==> src/sv/eas_pkg.sv <==
package eas_pkg;

    localparam int YEAR_W  = 14;
    localparam int MONTH_W = 4;
    localparam int DAY_W   = 5;
    localparam int DOY_W   = 9;

    localparam logic [MONTH_W-1:0] MONTH_JANUARY  = 4'd1;
    localparam logic [MONTH_W-1:0] MONTH_FEBRUARY = 4'd2;
    localparam logic [MONTH_W-1:0] MONTH_MARCH    = 4'd3;
    localparam logic [MONTH_W-1:0] MONTH_APRIL    = 4'd4;
    localparam logic [MONTH_W-1:0] MONTH_MAY      = 4'd5;
    localparam logic [MONTH_W-1:0] MONTH_JUNE     = 4'd6;
    localparam logic [MONTH_W-1:0] MONTH_DECEMBER = 4'd12;

    // easter sunday as left by the computus pipeline
    typedef struct packed {
        logic               leap;
        logic [MONTH_W-1:0] month;
        logic [DAY_W-1:0]   day;
    } eas_easter_t;

    // one calendar date, month in the low bits
    typedef struct packed {
        logic [DAY_W-1:0]   day;
        logic [MONTH_W-1:0] month;
    } eas_date_t;

    // all five dates, carnival in the low bits
    typedef struct packed {
        eas_date_t whitsun;
        eas_date_t ascension;
        eas_date_t easter;
        eas_date_t holy_friday;
        eas_date_t carnival;
    } eas_feasts_t;

    // days of the year that lie before the first of the given month
    function automatic logic [DOY_W-1:0] days_before(input logic [MONTH_W-1:0] month,
                                                     input logic leap);
        logic [DOY_W-1:0] days;
        case (month)
            4'd1:    days = 9'd0;
            4'd2:    days = 9'd31;
            4'd3:    days = 9'd59;
            4'd4:    days = 9'd90;
            4'd5:    days = 9'd120;
            4'd6:    days = 9'd151;
            4'd7:    days = 9'd181;
            4'd8:    days = 9'd212;
            4'd9:    days = 9'd243;
            4'd10:   days = 9'd273;
            4'd11:   days = 9'd304;
            4'd12:   days = 9'd334;
            default: days = 9'd0;
        endcase
        if (month > MONTH_FEBRUARY && month <= MONTH_DECEMBER) begin
            days = days + DOY_W'(leap);
        end
        return days;
    endfunction

    // month that holds a day of the year, last month takes any overflow
    function automatic logic [MONTH_W-1:0] month_of(input logic [7:0] doy, input logic leap);
        logic [MONTH_W-1:0] month;
        month = MONTH_JANUARY;
        for (int k = 2; k <= 12; k++) begin
            if ({1'b0, doy} > days_before(MONTH_W'(k), leap)) begin
                month = month + 4'd1;
            end
        end
        return month;
    endfunction

endpackage

==> src/sv/easter_feast_dates_unit.sv <==
// Easter and dependent feast dates for a Gregorian year.
// Input channel s_*: one item per year, s_tdata[13:0] holds the year.
// Result channel m_*: one item per input item carrying five dates
// (carnival, holy friday, easter, ascension, whitsun), each as month and day.
// The datapath is a 13-stage pipeline: 9 stages of computus arithmetic
// (reciprocal multiplies for the divisions by 100, 19, 25, 3, 30 and 7),
// then 4 stages that form the day of the year and convert each offset date
// back to month and day through the cumulative month-length table.
// A result is offered once its item has passed through all the stages.
// Throughput: one item per cycle as long as m_tready stays high.
// Every stage carries a valid bit; ready ripples back through empty stages,
// so bubbles are squeezed out and input keeps flowing while results wait.
// When m_tready stays low the pipeline fills and then holds every item;
// nothing is dropped or repeated, and s_tready falls once all stages are full.
// Reset (aresetn low at a clock edge) empties the pipeline; no other state.
module easter_feast_dates_unit import eas_pkg::*; (
    input  logic        aclk,
    input  logic        aresetn,
    input  logic        s_tvalid,
    output logic        s_tready,
    input  logic [15:0] s_tdata,   // [13:0] year, [15:14] zero
    output logic        m_tvalid,
    input  logic        m_tready,
    output logic [47:0] m_tdata    // carnival_month, carnival_day, holy_friday_month,
                                   // holy_friday_day, easter_month_out, easter_day_out,
                                   // ascension_month, ascension_day, whitsun_month,
                                   // whitsun_day, each month 4 and day 5 bits; zero pad
);

    logic        comp_valid;
    logic        comp_ready;
    eas_easter_t comp_easter;
    eas_feasts_t feasts;

    // easter sunday from the year
    eas_computus u_computus (
        .aclk       (aclk),
        .aresetn    (aresetn),
        .in_valid   (s_tvalid),
        .in_ready   (s_tready),
        .in_year    (s_tdata[YEAR_W-1:0]),
        .out_valid  (comp_valid),
        .out_ready  (comp_ready),
        .out_easter (comp_easter)
    );

    // offset feasts and month/day conversion
    eas_feast_dates u_feast_dates (
        .aclk       (aclk),
        .aresetn    (aresetn),
        .in_valid   (comp_valid),
        .in_ready   (comp_ready),
        .in_easter  (comp_easter),
        .out_valid  (m_tvalid),
        .out_ready  (m_tready),
        .out_feasts (feasts)
    );

    // pack the five dates, carnival lowest, pad to whole bytes
    assign m_tdata = {3'b000, feasts};

endmodule

==> src/sv/eas_computus.sv <==
module eas_computus import eas_pkg::*; (
    input  logic              aclk,
    input  logic              aresetn,
    input  logic              in_valid,
    output logic              in_ready,
    input  logic [YEAR_W-1:0] in_year,
    output logic              out_valid,
    input  logic              out_ready,
    output eas_easter_t       out_easter
);

    localparam int NST = 9;

    logic [NST-1:0] v_reg;
    logic [NST:0]   rdy;

    // stage registers
    logic [YEAR_W-1:0] y_s0_reg;
    logic [YEAR_W-1:0] y_s1_reg;
    logic [7:0]        b_s1_reg;
    logic [9:0]        q19_s1_reg;
    logic [4:0]        a_s2_reg;
    logic [7:0]        b_s2_reg;
    logic [6:0]        c_s2_reg;
    logic [2:0]        f_s2_reg;
    logic [1:0]        ylo_s2_reg;
    logic [4:0]        a_s3_reg;
    logic [7:0]        b_s3_reg;
    logic [6:0]        c_s3_reg;
    logic [5:0]        g_s3_reg;
    logic              leap_s3_reg;
    logic [9:0]        x_s4_reg;
    logic [4:0]        qh_s4_reg;
    logic [4:0]        a_s4_reg;
    logic [6:0]        c_s4_reg;
    logic [1:0]        e_s4_reg;
    logic              leap_s4_reg;
    logic [4:0]        h_s5_reg;
    logic [6:0]        lx_s5_reg;
    logic [4:0]        a_s5_reg;
    logic              leap_s5_reg;
    logic [4:0]        h_s6_reg;
    logic [6:0]        lx_s6_reg;
    logic [3:0]        ql_s6_reg;
    logic [4:0]        a_s6_reg;
    logic              leap_s6_reg;
    logic [4:0]        h_s7_reg;
    logic [2:0]        l_s7_reg;
    logic              mge_s7_reg;
    logic              leap_s7_reg;
    eas_easter_t       easter_s8_reg;

    // next values
    logic [26:0]  prod_b;
    logic [29:0]  prod_19;
    logic [13:0]  hund;
    logic [13:0]  n19;
    logic [8:0]   bp8;
    logic [14:0]  prod_f;
    logic [6:0]   c_next;
    logic [4:0]   a_next;
    logic [8:0]   gx;
    logic [15:0]  prod_g;
    logic         leap_next;
    logic [9:0]   x_next;
    logic [20:0]  prod_h;
    logic [9:0]   h30;
    logic [4:0]   h_next;
    logic [7:0]   lx_wide;
    logic [17:0]  prod_l;
    logic [6:0]   l7;
    logic [2:0]   l_next;
    logic [9:0]   mx;
    logic [7:0]   base;
    eas_easter_t  easter_next;

    // ready ripples back through empty stages
    always_comb begin
        rdy[NST] = out_ready;
        for (int k = NST - 1; k >= 0; k--) begin
            rdy[k] = !v_reg[k] || rdy[k+1];
        end
    end

    assign in_ready   = rdy[0];
    assign out_valid  = v_reg[NST-1];
    assign out_easter = easter_s8_reg;

    always_ff @(posedge aclk) begin
        if (!aresetn) begin
            v_reg <= '0;
        end else begin
            if (rdy[0]) begin
                v_reg[0] <= in_valid;
            end
            for (int k = 1; k < NST; k++) begin
                if (rdy[k]) begin
                    v_reg[k] <= v_reg[k-1];
                end
            end
        end
    end

    // century and golden number by reciprocal multiply
    assign prod_b  = 27'(y_s0_reg) * 27'd5243;
    assign prod_19 = 30'(y_s0_reg) * 30'd55189;

    // remainders, and (b + 8) / 25
    assign hund   = 14'(b_s1_reg) * 14'd100;
    assign n19    = 14'(q19_s1_reg) * 14'd19;
    assign c_next = 7'(y_s1_reg - hund);
    assign a_next = 5'(y_s1_reg - n19);
    assign bp8    = 9'(b_s1_reg) + 9'd8;
    assign prod_f = 15'(bp8) * 15'd41;

    // (b - f + 1) / 3 and the leap-year rule
    assign gx     = 9'(b_s2_reg) - 9'(f_s2_reg) + 9'd1;
    assign prod_g = 16'(gx) * 16'd171;
    assign leap_next = (c_s2_reg == 7'd0) ? (b_s2_reg[1:0] == 2'd0) : (ylo_s2_reg == 2'd0);

    // epact sum and its quotient by 30
    assign x_next = 10'(a_s3_reg) * 10'd19 + 10'(b_s3_reg) - 10'(b_s3_reg[7:2])
                  - 10'(g_s3_reg) + 10'd15;
    assign prod_h = 21'(x_next) * 21'd1093;

    // epact, then the weekday sum
    assign h30     = 10'(qh_s4_reg) * 10'd30;
    assign h_next  = 5'(x_s4_reg - h30);
    assign lx_wide = 8'd32 + {5'd0, e_s4_reg, 1'b0} + {1'b0, c_s4_reg[6:2], 1'b0}
                   - 8'(h_next) - 8'(c_s4_reg[1:0]);

    // weekday sum over 7
    assign prod_l = 18'(lx_s5_reg) * 18'd147;

    // weekday correction and the late-epact test
    assign l7     = 7'(ql_s6_reg) * 7'd7;
    assign l_next = 3'(lx_s6_reg - l7);
    assign mx     = 10'(a_s6_reg) + 10'(h_s6_reg) * 10'd11 + 10'(l_next) * 10'd22;

    // easter as month and day
    always_comb begin
        base = 8'(h_s7_reg) + 8'(l_s7_reg) + 8'd114 - (mge_s7_reg ? 8'd7 : 8'd0);
        easter_next.leap = leap_s7_reg;
        if (base >= 8'd124) begin
            easter_next.month = MONTH_APRIL;
            easter_next.day   = 5'(base - 8'd123);
        end else begin
            easter_next.month = MONTH_MARCH;
            easter_next.day   = 5'(base - 8'd92);
        end
    end

    always_ff @(posedge aclk) begin
        if (rdy[0]) begin
            y_s0_reg <= in_year;
        end
        if (rdy[1]) begin
            y_s1_reg   <= y_s0_reg;
            b_s1_reg   <= prod_b[26:19];
            q19_s1_reg <= prod_19[29:20];
        end
        if (rdy[2]) begin
            a_s2_reg   <= a_next;
            b_s2_reg   <= b_s1_reg;
            c_s2_reg   <= c_next;
            f_s2_reg   <= prod_f[12:10];
            ylo_s2_reg <= y_s1_reg[1:0];
        end
        if (rdy[3]) begin
            a_s3_reg    <= a_s2_reg;
            b_s3_reg    <= b_s2_reg;
            c_s3_reg    <= c_s2_reg;
            g_s3_reg    <= prod_g[14:9];
            leap_s3_reg <= leap_next;
        end
        if (rdy[4]) begin
            x_s4_reg    <= x_next;
            qh_s4_reg   <= prod_h[19:15];
            a_s4_reg    <= a_s3_reg;
            c_s4_reg    <= c_s3_reg;
            e_s4_reg    <= b_s3_reg[1:0];
            leap_s4_reg <= leap_s3_reg;
        end
        if (rdy[5]) begin
            h_s5_reg    <= h_next;
            lx_s5_reg   <= lx_wide[6:0];
            a_s5_reg    <= a_s4_reg;
            leap_s5_reg <= leap_s4_reg;
        end
        if (rdy[6]) begin
            h_s6_reg    <= h_s5_reg;
            lx_s6_reg   <= lx_s5_reg;
            ql_s6_reg   <= prod_l[13:10];
            a_s6_reg    <= a_s5_reg;
            leap_s6_reg <= leap_s5_reg;
        end
        if (rdy[7]) begin
            h_s7_reg    <= h_s6_reg;
            l_s7_reg    <= l_next;
            mge_s7_reg  <= (mx >= 10'd451);
            leap_s7_reg <= leap_s6_reg;
        end
        if (rdy[8]) begin
            easter_s8_reg <= easter_next;
        end
    end

    // epact and weekday stay inside their residue ranges
    a_epact_range: assert property (@(posedge aclk) disable iff (!aresetn)
        v_reg[5] |-> h_s5_reg < 5'd30)
        else $error("epact out of range");

    a_weekday_range: assert property (@(posedge aclk) disable iff (!aresetn)
        v_reg[7] |-> l_s7_reg < 3'd7)
        else $error("weekday residue out of range");

    a_easter_month: assert property (@(posedge aclk) disable iff (!aresetn)
        out_valid |-> (out_easter.month == MONTH_MARCH || out_easter.month == MONTH_APRIL))
        else $error("easter outside march and april");

    a_easter_day: assert property (@(posedge aclk) disable iff (!aresetn)
        out_valid |-> out_easter.day != 5'd0)
        else $error("easter day zero");

endmodule

==> src/sv/eas_feast_dates.sv <==
module eas_feast_dates import eas_pkg::*; (
    input  logic        aclk,
    input  logic        aresetn,
    input  logic        in_valid,
    output logic        in_ready,
    input  eas_easter_t in_easter,
    output logic        out_valid,
    input  logic        out_ready,
    output eas_feasts_t out_feasts
);

    localparam int NST    = 4;
    localparam int NFEAST = 4;

    logic [NST-1:0] v_reg;
    logic [NST:0]   rdy;

    logic [7:0]         doy_s0_reg;
    eas_easter_t        easter_s0_reg;
    logic [7:0]         off_s1_reg [NFEAST];
    eas_easter_t        easter_s1_reg;
    logic [7:0]         off_s2_reg [NFEAST];
    logic [MONTH_W-1:0] mon_s2_reg [NFEAST];
    eas_easter_t        easter_s2_reg;
    eas_feasts_t        feasts_s3_reg;

    logic [7:0]   doy_next;
    logic [7:0]   off_next [NFEAST];
    logic [DAY_W-1:0] day_next [NFEAST];
    eas_feasts_t  feasts_next;

    always_comb begin
        rdy[NST] = out_ready;
        for (int k = NST - 1; k >= 0; k--) begin
            rdy[k] = !v_reg[k] || rdy[k+1];
        end
    end

    assign in_ready   = rdy[0];
    assign out_valid  = v_reg[NST-1];
    assign out_feasts = feasts_s3_reg;

    always_ff @(posedge aclk) begin
        if (!aresetn) begin
            v_reg <= '0;
        end else begin
            if (rdy[0]) begin
                v_reg[0] <= in_valid;
            end
            for (int k = 1; k < NST; k++) begin
                if (rdy[k]) begin
                    v_reg[k] <= v_reg[k-1];
                end
            end
        end
    end

    // easter as a day of the year
    assign doy_next = 8'(in_easter.day) + 8'd59 + 8'(in_easter.leap)
                    + ((in_easter.month == MONTH_APRIL) ? 8'd31 : 8'd0);

    // feast offsets from easter
    assign off_next[0] = doy_s0_reg - 8'd49;
    assign off_next[1] = doy_s0_reg - 8'd2;
    assign off_next[2] = doy_s0_reg + 8'd39;
    assign off_next[3] = doy_s0_reg + 8'd49;

    // day within the month found in the stage before
    always_comb begin
        for (int j = 0; j < NFEAST; j++) begin
            day_next[j] = DAY_W'(9'(off_s2_reg[j])
                        - days_before(mon_s2_reg[j], easter_s2_reg.leap));
        end
        feasts_next.carnival.month    = mon_s2_reg[0];
        feasts_next.carnival.day      = day_next[0];
        feasts_next.holy_friday.month = mon_s2_reg[1];
        feasts_next.holy_friday.day   = day_next[1];
        feasts_next.easter.month      = easter_s2_reg.month;
        feasts_next.easter.day        = easter_s2_reg.day;
        feasts_next.ascension.month   = mon_s2_reg[2];
        feasts_next.ascension.day     = day_next[2];
        feasts_next.whitsun.month     = mon_s2_reg[3];
        feasts_next.whitsun.day       = day_next[3];
    end

    always_ff @(posedge aclk) begin
        if (rdy[0]) begin
            doy_s0_reg    <= doy_next;
            easter_s0_reg <= in_easter;
        end
        if (rdy[1]) begin
            for (int j = 0; j < NFEAST; j++) begin
                off_s1_reg[j] <= off_next[j];
            end
            easter_s1_reg <= easter_s0_reg;
        end
        // month lookup against the cumulative month lengths
        if (rdy[2]) begin
            for (int j = 0; j < NFEAST; j++) begin
                off_s2_reg[j] <= off_s1_reg[j];
                mon_s2_reg[j] <= month_of(off_s1_reg[j], easter_s1_reg.leap);
            end
            easter_s2_reg <= easter_s1_reg;
        end
        if (rdy[3]) begin
            feasts_s3_reg <= feasts_next;
        end
    end

    a_carnival_month: assert property (@(posedge aclk) disable iff (!aresetn)
        out_valid |-> (out_feasts.carnival.month != 4'd0
                       && out_feasts.carnival.month <= MONTH_MARCH))
        else $error("carnival month out of range");

    a_holy_friday_month: assert property (@(posedge aclk) disable iff (!aresetn)
        out_valid |-> (out_feasts.holy_friday.month == MONTH_MARCH
                       || out_feasts.holy_friday.month == MONTH_APRIL))
        else $error("holy friday month out of range");

    a_ascension_month: assert property (@(posedge aclk) disable iff (!aresetn)
        out_valid |-> (out_feasts.ascension.month == MONTH_APRIL
                       || out_feasts.ascension.month == MONTH_MAY
                       || out_feasts.ascension.month == MONTH_JUNE))
        else $error("ascension month out of range");

    a_whitsun_month: assert property (@(posedge aclk) disable iff (!aresetn)
        out_valid |-> (out_feasts.whitsun.month == MONTH_MAY
                       || out_feasts.whitsun.month == MONTH_JUNE))
        else $error("whitsun month out of range");

endmodule

==> config.mk <==
export PLATFORM = sky130hd
export DESIGN_NAME = easter_feast_dates_unit
export DESIGN_NICKNAME = d
export VERILOG_FILES = /design/src/sv/eas_pkg.sv /design/src/sv/easter_feast_dates_unit.sv /design/src/sv/eas_computus.sv /design/src/sv/eas_feast_dates.sv
export SDC_FILE = /design/constraint.sdc
export NUM_CORES = 1
export LEC_CHECK = 0
export ABC_AREA = 1
export BUFFER_PORTS_ARGS = -buffer_cell sky130_fd_sc_hd__buf_2
export CORE_MARGIN = 2
export CORE_UTILIZATION = 50
export DETAILED_ROUTE_END_ITERATION = 8
export GPL_ROUTABILITY_DRIVEN = 0
export GPL_TIMING_DRIVEN = 0
export PLACE_DENSITY = 0.79
export SLEW_MARGIN = 20
export SYNTH_ARGS = -nofsm -noshare
export SYNTH_HDL_FRONTEND = slang
export SYNTH_SLANG_ARGS = --single-unit
export TNS_END_PERCENT = 30
==> constraint.sdc <==
create_clock -name aclk -period 6.6 [get_ports aclk]
set_input_delay 1.32 -clock aclk [delete_from_list [all_inputs] [get_ports aclk]]
set_output_delay 1.32 -clock aclk [all_outputs]
set_load 0.01 [all_outputs]
==> flow_summary.ini <==
[outcome]
status = complete, but fails checks
violations = setup timing

[routing]
met1_length_um = 22700
post_drt_wl_per_cell_um = 14.0
met3_length_um = 1980
drc_errors = 0
vias_per_cell = 5.05
drtAntennaViolNets = 0
dr_wl_met2_um = 27400
drt_iter0_markers = 887
drtPass1Iterations = 6
wirelength_um = 53700
vias = 19321
top_layer = met4

[floorplanning]
core-area_mm2 = 0.0575
pin_count = 70
die-area_mm2 = 0.0599
die_w_um = 245
die_height_um = 245
start_util = 0.504
fp-row-count = 88

[yosys]
synthMuxAreaShare = 0.000389
ys.flop_type = edfxtp_1
synth_area_per_cell_um2 = 9.95
synth_compound_area_frac = 0.0562
ys_seq_elements = 309
syn_area_mm2 = 0.0290
seq_area_frac_synth = 0.316
synthXorXnorAreaFrac = 0.0511
synth_top_family_by_area = adder cells
synth.distinct_cells = 53
yosysWarnings = 0
synthAdderAreaFrac = 0.374
async_flop_share = 0
synth_edf_count = 296
netlist_instances = 2913
synthSimpleGateAreaFrac = 0.113

[layout]
layout.cells.non_filler = 3827
final_cell_mix = inv_1, ha_1, nand2_1
fin_nets = 3790
area_growth_pct = 9.58
diodes = 0
drive_gt1_frac = 0.0862
largest_reg_flops = 43
final_common_cell = inv_1

[timing]
tightest_slew_ns = 0.981
maxSlewHeadroom = 0.342
setup_viol = 2
min_period_ns = 6.62
final_max_slew_viol_count = 0
skew_ns = 0.0259
period_share = 1.00
setup_slack_ns = -0.0221
fmax_mhz = 151
fin_hold_ws_ns = 0.415
hold_viol_final = 0
grt_setup_unrepaired = yes

[clocking]
cts_buffer_depth = 3
cts_root_buf = clkbuf_16
cts.sinks = 309
htree_levels = 2
cts_tree = yes
worstSkewPairLatency_ns = 0.57
numCtsBuffers = 38
cts.clk_slew.worst_paths_ns = 0.06
ctsHoldBuffers = 0

[critical_path]
timing.critical_path.buf_inv = 7
reg2reg_depth = 33
path_class = flip-flop to flip-flop
r2r_end = u_computus.qh_s4_reg[2]
start_kind = flip-flop
critPathTopFamily = adder cells
critPathMaxFanout = 4
r2r-start = u_computus.b_s3_reg[4]
worstPathArrival_ns = 6.92
endpoint = u_computus.qh_s4_reg[2]
end_kind = flip-flop
startpoint = u_computus.b_s3_reg[4]
cp_num_cells = 33
crit_required_ns = 6.90
slowest_stage = fa_1
regToRegSetupSlack_ns = -0.02
cp_slowest_stage_delay_ns = 0.55

[place]
hpwl_um = 43100
port_buffers = 63
place_inst = 3746

[global_route]
antenna_found_initial = 0
grt_pass1_vias = 19785
track_usage = 0.185
grt_max_degree = 46
grt_pass1_wl_um = 91400
grt-ovfl-total = 0

[hold_path]
worstHoldStart = u_computus.h_s5_reg[2]
holdCritPathClass = flip-flop to flip-flop

[flow_run]
maxCapViolCount = 0
## layout make-up
type / count / area [µm²]
Sequential cell: 309 / 9150
Tap cell: 765 / 957
Inverter: 674 / 2530
Buffer: 9 / 58.8
Multi-Input combinational cell: 1924 / 17400
Timing Repair Buffer: 77 / 445
Clock inverter: 22 / 168
Fill cell: 4822 / 25700
Clock buffer: 47 / 1030
## synthesized netlist by cell type (16+ instances only)
library cell	instances	area, µm²
edfxtp_1	296	8890
inv_1	654	2450
ha_1	520	6510
o21ai_0	76	380
fa_1	217	4340
nand2_1	354	1330
nand4_1	19	119
o21bai_1	16	120
xor2_1	118	1030
nand2_2	32	200
nand3_1	115	576
nor2_1	140	526
a21oi_1	123	616
xnor2_1	51	447
inv_2	16	60.1
## cell families (layout without fill, tap and decap cells)
family                   count (synthesis)  after routing
AND/OR/NAND/NOR                        727            727
flip-flops                             309            309
adder cells (fa/ha/maj)                737            737
multiplexers                             1              1
XOR/XNOR                               169            169
buffers and inverters                  683            829
other                                    1              4
AO/OA/AOI/OAI                          286            286
## what timing repair did
item | in CTS | in global routing
hold endpoints to repair | 0 | 0
setup buffers | 8 | 4
setup endpoints to repair | 5 | 6
resized for setup | 16 | 21
pin swaps | 13 | 23
## per-stage QoR
stage / setup WS [ns] / TNS, ns / cell area, µm² / utilization
2_1_floorplan: 0.0149 / 0 / 29000 / -
3_3_place_gp: -0.647 / -2.32 / 30300 / 0.527
3_5_place_dp: -0.762 / -3.04 / 30300 / 0.527
4_1_cts: -0.0848 / -0.132 / 31600 / 0.550
5_1_grt: -0.388 / -1.38 / 31700 / 0.552
6_report: -0.0221 / -0.0354 / 31700 / 0.552
## metal layers
| metal | up-vias | track usage |
|---|---|---|
| met5 | - | 0 |
| met4 | 0 | 0.0658 |
| met3 | 114 | 0.0251 |
| met2 | 383 | 0.333 |
| met1 | 9136 | 0.227 |
| li1 | 9688 | - |
## how the worst min path moves through the flow
stage	end	slack (ns)	depth (start not counted)
CTS	u_feast_dates.easter_s1_reg[7]	0.42	0
global placement	u_computus.a_s3_reg[0]	0.40	0
finish	u_computus.h_s6_reg[2]	0.42	0
global route	u_feast_dates.easter_s1_reg[7]	0.42	0
detailed placement	u_computus.a_s6_reg[2]	0.40	0
floorplan	u_computus.a_s3_reg[0]	0.40	0
Power is left out: the tool's default activity adds up to more than one toggle a clock period on the data nets, which glitch-free logic cannot reach.
